==> src/rtl/lcrs_pkg.sv <==
// Shared types, codes and constants of the LED color ramp sequencer.
package lcrs_pkg;

    // Sizes and limits
    localparam int LED_COUNT_DEFAULT = 4;
    localparam int ADDR_W            = 4;
    localparam int DATA_W            = 32;
    localparam int QUEUE_DEPTH       = 3;

    // Register reset values
    localparam logic [7:0]  DIM_RESET  = 8'd8;
    localparam logic [7:0]  FULL_RESET = 8'd255;
    localparam logic [15:0] STEP_RESET = 16'd5;
    localparam logic [15:0] HOLD_RESET = 16'd150;

    // Ramp arithmetic: ten steps per ramp, divide by ten as multiply and shift
    localparam logic [3:0]  RAMP_STEPS  = 4'd10;
    localparam logic [12:0] DIV10_MUL   = 13'd6554;
    localparam int          DIV10_SHIFT = 16;

    // Register map, one word per register
    typedef enum logic [1:0] {
        REG_DIM  = 2'd0,
        REG_FULL = 2'd1,
        REG_STEP = 2'd2,
        REG_HOLD = 2'd3
    } reg_idx_t;

    typedef enum logic [1:0] {
        COL_RED   = 2'd0,
        COL_GREEN = 2'd1,
        COL_BLUE  = 2'd2
    } color_t;

    typedef enum logic [2:0] {
        PH_WHITE_TO_DIM = 3'd0,
        PH_DIM_TO_FULL  = 3'd1,
        PH_HOLD         = 3'd2,
        PH_FULL_TO_DIM  = 3'd3,
        PH_DIM_TO_WHITE = 3'd4
    } phase_t;

    typedef struct packed {
        logic [7:0]  dim_level;
        logic [7:0]  full_level;
        logic [15:0] step_ticks;
        logic [15:0] hold_ticks;
    } cfg_t;

    typedef struct packed {
        logic       fill_all;
        logic [1:0] led_index;
        logic [7:0] red;
        logic [7:0] green;
        logic [7:0] blue;
        logic       last;
    } frame_t;

    // Frames produced by one tick: cnt of 0, 1 or 2, first goes out first
    typedef struct packed {
        logic [1:0] cnt;
        frame_t     first;
        frame_t     second;
    } push_t;

endpackage

==> src/rtl/lcrs_ifs.sv <==
// Handshake interfaces for the tick input channel and the frame output channel.
interface lcrs_tick_if;
    logic valid;
    logic ready;
    logic active;

    modport source (output valid, output active, input ready);
    modport sink (input valid, input active, output ready);
endinterface

interface lcrs_frame_if;
    logic       valid;
    logic       ready;
    logic       fill_all;
    logic [1:0] led_index;
    logic [7:0] red;
    logic [7:0] green;
    logic [7:0] blue;
    logic       last;

    modport source (output valid, output fill_all, output led_index, output red,
                    output green, output blue, output last, input ready);
    modport sink (input valid, input fill_all, input led_index, input red,
                  input green, input blue, input last, output ready);
endinterface

==> src/rtl/led_color_ramp_sequencer_top.sv <==
// Top level of the LED color ramp sequencer.
// Each accepted tick on the tick channel advances a waiting animation that walks
// every LED through a red, green and blue ramp; a tick that is due for a frame
// yields one frame item on the frame channel, and the tick that opens a pass
// yields two (a dim white fill of all LEDs, then the LED frame, which carries
// last). A tick with active low rewinds the animation and yields nothing. The
// first frame of a tick is offered in the cycle after the tick at the earliest.
// A tick is taken in a cycle when the three-entry output queue keeps at most one
// frame after the frame leaving in that cycle. With the frame channel always
// ready the block takes one tick per cycle, except that a pass-opening tick that
// finds two frames queued fills the queue and holds off the next tick, and a
// pass-opening tick puts both of its frames on the frame channel in turn.
// Registers at byte addresses 0, 4, 8, 12: dim_level, full_level, step_ticks,
// hold_ticks; write them only while no tick's frames are outstanding.
module led_color_ramp_sequencer_top
#(
    parameter int LED_COUNT = lcrs_pkg::LED_COUNT_DEFAULT
)
(
    input  logic                        clk,
    input  logic                        rst_n,
    lcrs_tick_if.sink                   tick,
    lcrs_frame_if.source                frame,
    input  logic                        psel,
    input  logic                        penable,
    input  logic                        pwrite,
    input  logic [lcrs_pkg::ADDR_W-1:0] paddr,
    input  logic [lcrs_pkg::DATA_W-1:0] pwdata,
    output logic [lcrs_pkg::DATA_W-1:0] prdata,
    output logic                        pready
);

    lcrs_pkg::cfg_t   cfg;
    lcrs_pkg::push_t  push;
    lcrs_pkg::frame_t head;
    logic             space;
    logic             accept;

    assign pready     = 1'b1;
    assign tick.ready = space;
    assign accept     = tick.valid && space;

    lcrs_regs u_regs
    (
        .clk     (clk),
        .rst_n   (rst_n),
        .psel    (psel),
        .penable (penable),
        .pwrite  (pwrite),
        .paddr   (paddr),
        .pwdata  (pwdata),
        .prdata  (prdata),
        .cfg     (cfg)
    );

    lcrs_seq #(.LED_COUNT(LED_COUNT)) u_seq
    (
        .clk    (clk),
        .rst_n  (rst_n),
        .accept (accept),
        .active (tick.active),
        .cfg    (cfg),
        .push   (push)
    );

    lcrs_outq u_outq
    (
        .clk       (clk),
        .rst_n     (rst_n),
        .push      (push),
        .space     (space),
        .out_valid (frame.valid),
        .out_ready (frame.ready),
        .out_frame (head)
    );

    // Drive the frame payload from the queue head
    assign frame.fill_all  = head.fill_all;
    assign frame.led_index = head.led_index;
    assign frame.red       = head.red;
    assign frame.green     = head.green;
    assign frame.blue      = head.blue;
    assign frame.last      = head.last;

    // An inactive tick never produces a frame
    a_inactive_silent: assert property (@(posedge clk) disable iff (!rst_n)
        (accept && !tick.active) |-> (push.cnt == 2'd0))
        else $error("inactive tick produced a frame");

    // A pair of frames is always fill first, then the LED frame with last
    a_pair_order: assert property (@(posedge clk) disable iff (!rst_n)
        (push.cnt == 2'd2) |->
        (push.first.fill_all && !push.first.last && push.second.last
         && !push.second.fill_all))
        else $error("frame pair out of order");

    // After frames are pushed in one cycle, the frame channel is valid in the next
    a_push_visible: assert property (@(posedge clk) disable iff (!rst_n)
        (push.cnt != 2'd0) |=> frame.valid)
        else $error("pushed frame not offered");

endmodule

==> src/rtl/lcrs_regs.sv <==
// Configuration register file behind the APB-style port.
module lcrs_regs
(
    input  logic                       clk,
    input  logic                       rst_n,
    input  logic                       psel,
    input  logic                       penable,
    input  logic                       pwrite,
    input  logic [lcrs_pkg::ADDR_W-1:0] paddr,
    input  logic [lcrs_pkg::DATA_W-1:0] pwdata,
    output logic [lcrs_pkg::DATA_W-1:0] prdata,
    output lcrs_pkg::cfg_t             cfg
);

    lcrs_pkg::cfg_t     cfg_reg;
    lcrs_pkg::cfg_t     cfg_next;
    lcrs_pkg::reg_idx_t idx;
    logic               wr_en;

    assign idx   = lcrs_pkg::reg_idx_t'(paddr[3:2]);
    assign wr_en = psel && penable && pwrite;

    // Update the addressed register on the access cycle
    always_comb
    begin
        cfg_next = cfg_reg;
        if (wr_en)
        begin
            case (idx)
                lcrs_pkg::REG_DIM:  cfg_next.dim_level  = pwdata[7:0];
                lcrs_pkg::REG_FULL: cfg_next.full_level = pwdata[7:0];
                lcrs_pkg::REG_STEP: cfg_next.step_ticks = pwdata[15:0];
                lcrs_pkg::REG_HOLD: cfg_next.hold_ticks = pwdata[15:0];
                default:            cfg_next = cfg_reg;
            endcase
        end
    end

    always_ff @(posedge clk or negedge rst_n)
    begin
        if (!rst_n)
        begin
            cfg_reg.dim_level  <= lcrs_pkg::DIM_RESET;
            cfg_reg.full_level <= lcrs_pkg::FULL_RESET;
            cfg_reg.step_ticks <= lcrs_pkg::STEP_RESET;
            cfg_reg.hold_ticks <= lcrs_pkg::HOLD_RESET;
        end
        else
        begin
            cfg_reg <= cfg_next;
        end
    end

    // Return the addressed register, zero extended
    always_comb
    begin
        case (idx)
            lcrs_pkg::REG_DIM:  prdata = lcrs_pkg::DATA_W'(cfg_reg.dim_level);
            lcrs_pkg::REG_FULL: prdata = lcrs_pkg::DATA_W'(cfg_reg.full_level);
            lcrs_pkg::REG_STEP: prdata = lcrs_pkg::DATA_W'(cfg_reg.step_ticks);
            lcrs_pkg::REG_HOLD: prdata = lcrs_pkg::DATA_W'(cfg_reg.hold_ticks);
            default:            prdata = '0;
        endcase
    end

    assign cfg = cfg_reg;

endmodule

==> src/rtl/lcrs_blend.sv <==
// Color of one ramp frame: per channel blend of two levels, divided by ten.
module lcrs_blend
(
    input  lcrs_pkg::color_t  color,
    input  lcrs_pkg::phase_t  phase,
    input  logic [3:0]        step,
    input  logic [7:0]        dim_level,
    input  logic [7:0]        full_level,
    output logic [2:0][7:0]   rgb
);

    logic [3:0] s;

    // Clamp the step to the ramp length
    assign s = (step > lcrs_pkg::RAMP_STEPS) ? lcrs_pkg::RAMP_STEPS : step;

    // Blend each channel: (a*(10-s) + b*s) / 10, divide as multiply by reciprocal
    always_comb
    begin
        logic [7:0]  base;
        logic [7:0]  top;
        logic [7:0]  a;
        logic [7:0]  b;
        logic [11:0] sum;
        logic [24:0] prod;
        for (int ch = 0; ch < 3; ch++)
        begin
            base = (color == lcrs_pkg::color_t'(2'(ch))) ? dim_level : 8'd0;
            top  = (color == lcrs_pkg::color_t'(2'(ch))) ? full_level : 8'd0;
            case (phase)
                lcrs_pkg::PH_WHITE_TO_DIM: begin a = dim_level; b = base;      end
                lcrs_pkg::PH_DIM_TO_FULL:  begin a = base;      b = top;       end
                lcrs_pkg::PH_HOLD:         begin a = top;       b = top;       end
                lcrs_pkg::PH_FULL_TO_DIM:  begin a = top;       b = base;      end
                default:                   begin a = base;      b = dim_level; end
            endcase
            sum  = 12'(a) * 12'(lcrs_pkg::RAMP_STEPS - s) + 12'(b) * 12'(s);
            prod = 25'(sum) * 25'(lcrs_pkg::DIV10_MUL);
            rgb[ch] = 8'(prod >> lcrs_pkg::DIV10_SHIFT);
        end
    end

endmodule

==> src/rtl/lcrs_seq.sv <==
// Animation position and frame timing; builds the frames of each accepted tick.
module lcrs_seq
#(
    parameter int LED_COUNT = lcrs_pkg::LED_COUNT_DEFAULT
)
(
    input  logic            clk,
    input  logic            rst_n,
    input  logic            accept,
    input  logic            active,
    input  lcrs_pkg::cfg_t  cfg,
    output lcrs_pkg::push_t push
);

    localparam int LedW = (LED_COUNT > 1) ? $clog2(LED_COUNT) : 1;

    logic [LedW-1:0]  led_reg;
    logic [LedW-1:0]  led_next;
    lcrs_pkg::color_t color_reg;
    lcrs_pkg::color_t color_next;
    lcrs_pkg::phase_t phase_reg;
    lcrs_pkg::phase_t phase_next;
    logic [3:0]       step_reg;
    logic [3:0]       step_next;
    logic [15:0]      wait_reg;
    logic [15:0]      wait_next;
    logic             started_reg;
    logic             started_next;

    logic             fire;
    logic [15:0]      delay;
    logic [2:0][7:0]  rgb;
    lcrs_pkg::frame_t led_frame;
    lcrs_pkg::frame_t fill_frame;

    assign fire  = active && (wait_reg == 16'd0);
    assign delay = (phase_reg == lcrs_pkg::PH_HOLD) ? cfg.hold_ticks : cfg.step_ticks;

    lcrs_blend u_blend
    (
        .color      (color_reg),
        .phase      (phase_reg),
        .step       (step_reg),
        .dim_level  (cfg.dim_level),
        .full_level (cfg.full_level),
        .rgb        (rgb)
    );

    // Advance position and wait counter on each accepted tick; an inactive tick rewinds
    always_comb
    begin
        led_next     = led_reg;
        color_next   = color_reg;
        phase_next   = phase_reg;
        step_next    = step_reg;
        wait_next    = wait_reg;
        started_next = started_reg;
        if (accept)
        begin
            if (!active)
            begin
                led_next     = '0;
                color_next   = lcrs_pkg::COL_RED;
                phase_next   = lcrs_pkg::PH_WHITE_TO_DIM;
                step_next    = '0;
                wait_next    = '0;
                started_next = 1'b0;
            end
            else if (wait_reg != 16'd0)
            begin
                wait_next = wait_reg - 16'd1;
            end
            else
            begin
                started_next = 1'b1;
                wait_next    = (delay == 16'd0) ? 16'd0 : delay - 16'd1;
                step_next    = step_reg + 4'd1;
                if (phase_reg == lcrs_pkg::PH_HOLD || step_reg >= lcrs_pkg::RAMP_STEPS)
                begin
                    step_next = '0;
                    if (phase_reg == lcrs_pkg::PH_DIM_TO_WHITE)
                    begin
                        phase_next = lcrs_pkg::PH_WHITE_TO_DIM;
                        if (color_reg == lcrs_pkg::COL_BLUE)
                        begin
                            color_next = lcrs_pkg::COL_RED;
                            if (led_reg == LedW'(LED_COUNT - 1))
                            begin
                                led_next     = '0;
                                started_next = 1'b0;
                            end
                            else
                            begin
                                led_next = led_reg + LedW'(1);
                            end
                        end
                        else
                        begin
                            color_next = lcrs_pkg::color_t'(color_reg + 2'd1);
                        end
                    end
                    else
                    begin
                        phase_next = lcrs_pkg::phase_t'(phase_reg + 3'd1);
                    end
                end
            end
        end
    end

    always_ff @(posedge clk or negedge rst_n)
    begin
        if (!rst_n)
        begin
            led_reg     <= '0;
            color_reg   <= lcrs_pkg::COL_RED;
            phase_reg   <= lcrs_pkg::PH_WHITE_TO_DIM;
            step_reg    <= '0;
            wait_reg    <= '0;
            started_reg <= 1'b0;
        end
        else
        begin
            led_reg     <= led_next;
            color_reg   <= color_next;
            phase_reg   <= phase_next;
            step_reg    <= step_next;
            wait_reg    <= wait_next;
            started_reg <= started_next;
        end
    end

    // Build the LED frame and the pass-opening fill frame
    always_comb
    begin
        led_frame.fill_all  = 1'b0;
        led_frame.led_index = 2'(led_reg);
        led_frame.red       = rgb[0];
        led_frame.green     = rgb[1];
        led_frame.blue      = rgb[2];
        led_frame.last      = 1'b1;

        fill_frame.fill_all  = 1'b1;
        fill_frame.led_index = 2'd0;
        fill_frame.red       = cfg.dim_level;
        fill_frame.green     = cfg.dim_level;
        fill_frame.blue      = cfg.dim_level;
        fill_frame.last      = 1'b0;
    end

    // Hand one or two frames to the output queue when an accepted tick is due
    always_comb
    begin
        push.cnt    = 2'd0;
        push.first  = started_reg ? led_frame : fill_frame;
        push.second = led_frame;
        if (accept && fire)
        begin
            push.cnt = started_reg ? 2'd1 : 2'd2;
        end
    end

endmodule

==> src/rtl/lcrs_outq.sv <==
// Three-entry output queue: takes up to two frames a cycle, sends one when the frame channel is ready.
module lcrs_outq
(
    input  logic             clk,
    input  logic             rst_n,
    input  lcrs_pkg::push_t  push,
    output logic             space,
    output logic             out_valid,
    input  logic             out_ready,
    output lcrs_pkg::frame_t out_frame
);

    lcrs_pkg::frame_t q_reg  [lcrs_pkg::QUEUE_DEPTH];
    lcrs_pkg::frame_t q_next [lcrs_pkg::QUEUE_DEPTH];
    logic [1:0]       count_reg;
    logic [1:0]       count_next;
    logic             pop;
    logic [1:0]       base;

    assign out_valid = (count_reg != 2'd0);
    assign out_frame = q_reg[0];
    assign pop       = out_valid && out_ready;
    assign base      = count_reg - {1'b0, pop};
    // Room for two frames once this cycle's frame has left
    assign space     = !base[1];

    // Shift out the head, then append the new frames behind the rest
    always_comb
    begin
        for (int i = 0; i < lcrs_pkg::QUEUE_DEPTH; i++)
        begin
            q_next[i] = q_reg[i];
        end
        if (pop)
        begin
            q_next[0] = q_reg[1];
            q_next[1] = q_reg[2];
        end
        if (push.cnt != 2'd0)
        begin
            q_next[base] = push.first;
        end
        if (push.cnt == 2'd2)
        begin
            q_next[2'(base + 2'd1)] = push.second;
        end
        count_next = base + push.cnt;
    end

    always_ff @(posedge clk or negedge rst_n)
    begin
        if (!rst_n)
        begin
            count_reg <= '0;
        end
        else
        begin
            count_reg <= count_next;
        end
    end

    always_ff @(posedge clk)
    begin
        for (int i = 0; i < lcrs_pkg::QUEUE_DEPTH; i++)
        begin
            q_reg[i] <= q_next[i];
        end
    end

endmodule
==> src/flat_wrapper.sv <==
// flat-port wrapper written by rule: the top's interface ports become plain ports
module led_color_ramp_sequencer_top_flat 
#(
    parameter int LED_COUNT = lcrs_pkg::LED_COUNT_DEFAULT
)
  (clk, rst_n, psel, penable, pwrite, paddr, pwdata, prdata, pready, tick_valid, tick_active, tick_ready, frame_valid, frame_fill_all, frame_led_index, frame_red, frame_green, frame_blue, frame_last, frame_ready);
  lcrs_tick_if tick_i ();
  lcrs_frame_if frame_i ();
  input  logic clk;
  input  logic rst_n;
  input  logic psel;
  input  logic penable;
  input  logic pwrite;
  input  logic [lcrs_pkg::ADDR_W-1:0] paddr;
  input  logic [lcrs_pkg::DATA_W-1:0] pwdata;
  output logic [lcrs_pkg::DATA_W-1:0] prdata;
  output logic pready;
  input wire logic [$bits(tick_i.valid)-1:0] tick_valid;
  input wire logic [$bits(tick_i.active)-1:0] tick_active;
  output wire logic [$bits(tick_i.ready)-1:0] tick_ready;
  output wire logic [$bits(frame_i.valid)-1:0] frame_valid;
  output wire logic [$bits(frame_i.fill_all)-1:0] frame_fill_all;
  output wire logic [$bits(frame_i.led_index)-1:0] frame_led_index;
  output wire logic [$bits(frame_i.red)-1:0] frame_red;
  output wire logic [$bits(frame_i.green)-1:0] frame_green;
  output wire logic [$bits(frame_i.blue)-1:0] frame_blue;
  output wire logic [$bits(frame_i.last)-1:0] frame_last;
  input wire logic [$bits(frame_i.ready)-1:0] frame_ready;
  assign tick_i.valid = tick_valid;
  assign tick_i.active = tick_active;
  assign tick_ready = tick_i.ready;
  assign frame_valid = frame_i.valid;
  assign frame_fill_all = frame_i.fill_all;
  assign frame_led_index = frame_i.led_index;
  assign frame_red = frame_i.red;
  assign frame_green = frame_i.green;
  assign frame_blue = frame_i.blue;
  assign frame_last = frame_i.last;
  assign frame_i.ready = frame_ready;
  led_color_ramp_sequencer_top #(.LED_COUNT(LED_COUNT)) u_core (.clk(clk), .rst_n(rst_n), .tick(tick_i), .frame(frame_i), .psel(psel), .penable(penable), .pwrite(pwrite), .paddr(paddr), .pwdata(pwdata), .prdata(prdata), .pready(pready));
endmodule
==> config.mk <==
export PLATFORM = sky130hd
export DESIGN_NAME = led_color_ramp_sequencer_top_flat
export DESIGN_NICKNAME = d
export VERILOG_FILES = /design/src/rtl/lcrs_pkg.sv /design/src/rtl/lcrs_ifs.sv /design/src/rtl/led_color_ramp_sequencer_top.sv /design/src/rtl/lcrs_regs.sv /design/src/rtl/lcrs_blend.sv /design/src/rtl/lcrs_seq.sv /design/src/rtl/lcrs_outq.sv /design/src/flat_wrapper.sv
export SDC_FILE = /design/constraint.sdc
export NUM_CORES = 1
export LEC_CHECK = 0
export BUFFER_PORTS_ARGS = -buffer_cell sky130_fd_sc_hd__clkbuf_2
export CAP_MARGIN = 20
export CORE_MARGIN = 2
export CORE_UTILIZATION = 30
export DETAILED_ROUTE_END_ITERATION = 10
export PLACE_DENSITY_LB_ADDON = 0.12
export SLEW_MARGIN = 5
export SYNTH_ARGS = -nofsm -noshare
export SYNTH_HDL_FRONTEND = slang
export SYNTH_SLANG_ARGS = --single-unit
==> constraint.sdc <==
create_clock -name clk -period 14.7 [get_ports clk]
set_clock_uncertainty 0.15 [all_clocks]
set_input_delay 2.94 -clock clk [delete_from_list [all_inputs] [get_ports clk]]
set_output_delay 2.94 -clock clk [all_outputs]
set_load 0.005 [all_outputs]
==> run summary, run 1 <==
Synth area leader: fa_1
Post-route clock period utilization: 0.838
Relative max-transition margin: 0.251
M1 WL: 32.8 mm
CTS tree: done
Core area: 82400 µm²
Diode count: 0
Critical Path RT: 14.94 ns
Congestion Overflow GR: 0
Post-synthesis register bit count: 162
Die Footprint: 85800 µm²
Multi-input logic area: 18700 µm²
First-pass DRT Iterations: 7
Buffers on Ports: 71
H-tree levels: 4
Synth cell count leaders: inv_1 (523), ha_1 (341), fa_1 (288)
Post-synth ARST share: 0.481
Worst Setup SP: u_core.u_seq.phase_reg[2]$_DFFE_PN0P_
Placed wire-length estimate: 56.6 mm
Post-synthesis compound-gate area fraction: 0.120
Die X: 293 µm
Vias in the first global route: 19.8k
Least-Margin Pin Slew: 1.11 ns
Synth warn: 0
Post-synth EDFFs: 0
Worst Setup EP: u_core.u_outq.q_reg[0][8]$_DFF_P_
Max-cap viol count: 0
First-pass GRT wire length: 112 mm
Worst-skew pair later-pin latency: 0.47 ns
CTS resizes: 0
DR top layer: met4
GPL Wtd Cong: 0.817
Leading post-synthesis cells by cell area: fa_1 (23%), ha_1 (17%), inv_1 (7.8%), dfxtp_1 (6.7%), dfrtp_1 (6.3%)
HP Class: reg2reg
Synth Flop Type: dfxtp_1
Kind of end point of the critical path: register
Post-route ant nets: 0
Clock sink count: 162
Final Hold Fails: 0
WHS: 0.290 ns
Pins over their slew limit: 0
Worst path slowest cell: o41ai_1
DR WL met2: 33.5 mm
Share of the synthesized area in the top cell type: 0.230
Reg2reg path depth: 37
Flop-to-flop setup slack: 2.38 ns
Post CTS Setup Buffer Count: 0
Max Fclk: 0.0812 GHz
Antenna violations before repair: 1
Slowest stage delay, CP: 0.96 ns
Reg-to-reg startpoint: u_core.u_seq.phase_reg[2]$_DFFE_PN0P_
Post-CTS Hold Buffers: 0
Synth Area in XOR/XNOR: 0.0442
Setup_tns: 0 ns
Clock slew at reported path FFs: 0.07 ns
Die height: 293 µm
CTS root buf: clkbuf_16
Initial core utilization: 0.304
RR Endpoint: u_core.u_outq.q_reg[0][8]$_DFF_P_
Max reg flops: 84
FF/Latch Area: 3650 µm²
Mux cell area share after synthesis: 0.0634
Crit path time final: 12.32 ns
Crit path kind: reg2reg
Number of fill cells in the layout: 8571
Post-Synthesis Cell Area: 25000 µm²
Simple-gate share of the synthesized area: 0.117
Gr usage total: 0.167
Endpoints failing setup: 0
Cell row count: 105
Nets@finish: 3461
Mapped Cells: 2798
Drt via density: 4.90
Setup crit start kind: register
CTS Buf Count: 17
Critical path arrival: 12.56 ns
1st-iter DRT viols: 1023
Largest net degree at the start of global routing: 65
Share of layout cells above drive strength 1: 0.0853
Area grow syn2layout: 7.42%
Status: finished, final reports clean
Via Count: 19.0k
Drt drc: 0
Clock Path Buffers: 2
DR WL/cell: 18.1 µm
Cell repeated most along the worst path: fa_1
Final WL: 70.2 mm
Mapped Avg Cell Area: 8.95 µm²
CP Max Fanout: 12
RSZ-0062 raised after global routing: no
Main combinational cell family by area after synthesis: adder cells
Boundary pin count: 107
Placed inst area: 26300 µm²
Register area share after synthesis: 0.146
Final cell area excluding filler cells: 26900 µm²
Metal3 WL: 2.77 mm
Post-synth cell types: 81
Post-Synth Adder-Cell Area: 0.401
Top-count cell post-synth: inv_1
-- worst min path at each step --
stage | startpoint | endpoint | slack, ns | depth (start not counted)
after floorplan | u_core.u_outq.q_reg[0][56]$_DFF_P_ | u_core.u_outq.q_reg[0][56]$_DFF_P_ | 0.26 | 1
after CTS | u_core.u_outq.q_reg[0][76]$_DFF_P_ | u_core.u_outq.q_reg[0][76]$_DFF_P_ | 0.29 | 2
after detailed placement | u_core.u_outq.q_reg[0][56]$_DFF_P_ | u_core.u_outq.q_reg[0][56]$_DFF_P_ | 0.28 | 1
after global placement | u_core.u_outq.q_reg[0][66]$_DFF_P_ | u_core.u_outq.q_reg[0][66]$_DFF_P_ | 0.27 | 2
after global routing | u_core.u_outq.q_reg[0][81]$_DFF_P_ | u_core.u_outq.q_reg[0][81]$_DFF_P_ | 0.31 | 2
final | u_core.u_outq.q_reg[0][74]$_DFF_P_ | u_core.u_outq.q_reg[0][74]$_DFF_P_ | 0.29 | 2
-- worst max-delay path: cells and delay by family, from the launching register on --
family / cells / cell delay [ns]
AOI/OAI and AO/OA: 13 / 3.68
xor gates and xnor gates: 1 / 0.56
adders and majority gates: 13 / 5.96
buffers and inverters: 6 / 0.40
DFF: 1 / 0.52
muxes: 1 / 0.39
and+or+nand+nor: 3 / 0.56
-- cell type report --
| cell class | count | area share |
|---|---|---|
| Clock buffer | 19 | 0.0173 |
| Clock inverter | 13 | 0.00498 |
| Inverter | 525 | 0.0733 |
| Multi-Input combinational cell | 1979 | 0.697 |
| Sequential cell | 162 | 0.136 |
| Tap cell | 1070 | 0.0498 |
| Timing Repair Buffer | 103 | 0.0222 |
-- cell families after synthesis --
| logic type | after synthesis |
|---|---|
| compound gates | 453 |
| xor+xnor | 115 |
| fa+ha+maj | 629 |
| buf+inv | 672 |
| flops | 162 |
| mux | 142 |
| other cells | 2 |
| simple gates | 623 |
-- metal layers --
layer | GRT usage | up-vias
li1 | - | 9114
met1 | 0.224 | 9465
met2 | 0.284 | 345
met3 | 0.0256 | 53
met4 | 0.0324 | 0
met5 | 0 | -
-- through the flow --
| stage | util | setup slack [ns] | std cells |
|---|---|---|---|
| final | 0.326 | 2.38 | 3871 |
| after global placement | 0.319 | 2.56 | 3838 |
| after detailed placement | 0.319 | 2.43 | 3838 |
| after floorplan | - | 3.89 | 2813 |
| after CTS | 0.326 | 2.40 | 3870 |
| after global routing | 0.326 | 1.55 | 3871 |
-- cell usage in the layout (no fill, tap or decap), types with 16 or more instances in the layout --
master	count
inv_1	523
ha_1	341
fa_1	288
nor2_1	209
nand2_1	184
a21oi_1	98
o21ai_0	93
dfxtp_1	84
mux2i_1	82
xnor2_1	81
clkbuf_2	70
dfrtp_1	62
a22oi_1	53
mux2_2	52
a211oi_1	37
and2_1	34
buf_4	33
a22o_1	30
nand2b_1	29
nor3_1	29
xor2_1	27
nor2b_1	26
nand3_1	24
o21a_1	20
o211ai_1	19
o31ai_1	18
clkbuf_16	18
conb_1	17
or3_1	16
Power of run 1 is not shown: default switching activity piles up to over one toggle a cycle in this logic, so the estimate is an artifact.
==> run 2: changes to the inputs <==
clock period = 12.3 ns   (was 14.7 ns; I/O delays follow)
==> run 2 against run 1 <==
  * Maximum frequency grew 5.8%
  * Wire length grew 0.24%
  * Critical path depth shrank 1
  * Critical path type unchanged
  * Global-route usage grew 0.17 points
  * Via count shrank 0.13%
  * First-iteration DRC count shrank 11%
  * Sequential cell count is the same
  * Non-clock buffer count grew 11
  * Largest cell class unchanged
  * Register-to-register slack lost 1.7 ns
  * Highest routed layer is now met5
  * Die area is the same
  * Cell count grew 0.28%
==> run summary, run 2 (synthesis gave the netlist of run 1 again) <==
Boundary pin count: 107 (unchanged)
Post-route clock period utilization: 0.946 (+0.108)
Crit path time final: 11.64 ns (-0.680 ns)
Max reg flops: 84 (unchanged)
Commonest cells after routing, fill and taps aside: inv_1 (523), ha_1 (341), fa_1 (288), nor2_1 (210), nand2_1 (184)
Final Hold Fails: 0 (unchanged)
CTS resizes: 0 (unchanged)
Pins over their slew limit: 0 (unchanged)
Setup_tns: 0 ns (unchanged)
Clock sink count: 162 (unchanged)
Gr usage total: 0.169 (+0.00173)
Kind of end point of the critical path: register
Status: finished, final reports clean
Crit path kind: reg2reg
H-tree levels: 4 (unchanged)
Least-Margin Pin Slew: 0.944 ns (-0.165 ns)
DR WL/cell: 18.1 µm (about the same)
First-pass GRT wire length: 113 mm (+1.2%)
Placed wire-length estimate: 56.6 mm (about the same)
Relative max-transition margin: 0.371 (+0.120)
Post CTS Setup Buffer Count: 0 (unchanged)
Antenna violations before repair: 1 (unchanged)
Buf/Inv on CP: 7 (+1)
Worst-skew pair later-pin latency: 0.47 ns (about the same)
Via Count: 19.0k (-0.13%)
Area grow syn2layout: 7.70%
Place WS: 0.702 ns (-1.73 ns)
RSZ-0062 raised after global routing: no
Max Fclk: 0.0859 GHz (+5.8%)
Vias in the first global route: 20.1k (+1.3%)
CTS tree: done
First-pass DRT Iterations: 5 (-2)
GPL Wtd Cong: 0.817 (about the same)
CTS Buf Count: 17 (unchanged)
Clock slew at reported path FFs: 0.08 ns (about the same)
Final cell area excluding filler cells: 27000 µm² (+0.26%)
Die height: 293 µm (unchanged)
Core area: 82400 µm² (unchanged)
1st-iter DRT viols: 911 (-11%)
Nets@finish: 3472 (+0.32%)
HP Class: reg2reg
Slowest stage delay, CP: 0.56 ns (-0.40 ns)
Worst setup margin: 0.659 ns (-1.72 ns)
Critical Path RT: 12.54 ns (-2.40 ns)
Largest net degree at the start of global routing: 63 (-3.1%)
Initial core utilization: 0.304 (unchanged)
Cell repeated most along the worst path: fa_1
Endpoints failing setup: 0 (unchanged)
Leading cell type in the layout, fill and taps excluded: inv_1
Top Family by Delay on Critical Path: adder cells
Buffers on Ports: 71 (unchanged)
Post-route ant nets: 0 (unchanged)
Critical path arrival: 11.88 ns (-0.68 ns)
Diode count: 0 (unchanged)
CP Max Fanout: 8 (-4)
Drt drc: 0 (unchanged)
CTS root buf: clkbuf_16
Drt via density: 4.88 (-0.41%)
Final WL: 70.4 mm (+0.24%)
Setup crit start kind: register
Clock Path Buffers: 2 (unchanged)
Post-CTS Hold Buffers: 0 (unchanged)
Die X: 293 µm (unchanged)
Congestion Overflow GR: 0 (unchanged)
Worst path slowest cell: fa_1
Die Footprint: 85800 µm² (unchanged)
Share of layout cells above drive strength 1: 0.0885 (+0.00322)
Placed inst area: 26400 µm² (+0.25%)
WHS: 0.287 ns (-0.00219 ns)
Cell row count: 105 (unchanged)
Max-cap viol count: 0 (unchanged)
run 2: changes by cell type in the layout (fill, tap and decap cells not counted), sizes merged:
cell,before,now
buf,33,44
clkbuf,89,87
inv,533,535
bufinv,1,0
clkinv,4,5
run 2: area by class of cell:
cell class	count	area [µm²]
Clock buffer	17	425
Clock inverter	15	138
Fill cell	8620	55400
Inverter	525	1970
Multi-Input combinational cell	1979	18700
Sequential cell	162	3650
Tap cell	1070	1340
Timing Repair Buffer	114	704
run 2: tightest hold or removal path, cell delays in order (launching register included):
cell     delay, ns
dfxtp_1       0.31
nand2_1       0.05
nand2_1       0.04
run 2: final timing paths:
kind	start	to	slack [ns]	depth (start not counted)
max reg2reg	u_core.u_seq.phase_reg[0]$_DFFE_PN0P_	u_core.u_outq.q_reg[0][8]$_DFF_P_	0.66	36
min reg2reg	u_core.u_outq.q_reg[0][81]$_DFF_P_	u_core.u_outq.q_reg[0][81]$_DFF_P_	0.29	2
max in group asynchronous	rst_n	u_core.u_seq.started_reg$_DFFE_PN0P_	9.10	2
max	u_core.u_seq.phase_reg[0]$_DFFE_PN0P_	u_core.u_outq.q_reg[0][8]$_DFF_P_	0.66	36
min	u_core.u_outq.q_reg[0][81]$_DFF_P_	u_core.u_outq.q_reg[0][81]$_DFF_P_	0.29	2
min in group asynchronous	rst_n	u_core.u_regs.cfg[11]$_DFFE_PN0P_	1.70	1
run 2: per-layer routing:
| metal | wire, µm | vias up | GRT usage |
|---|---|---|---|
| li1 | - | 9155 | - |
| met1 | 33500 | 9406 | 0.233 |
| met2 | 32900 | 318 | 0.280 |
| met3 | 2520 | 72 | 0.0207 |
| met4 | 1510 | 2 | 0.0402 |
| met5 | 12 | - | 0 |
run 2: per-stage QoR:
step                instances   util
CTS                      3879  0.327
detailed placement       3847  0.320
global placement         3847  0.320
global route             3882  0.327
finish                   3882  0.327
floorplan                2813      -
Power of run 2 is left out for the same reason.
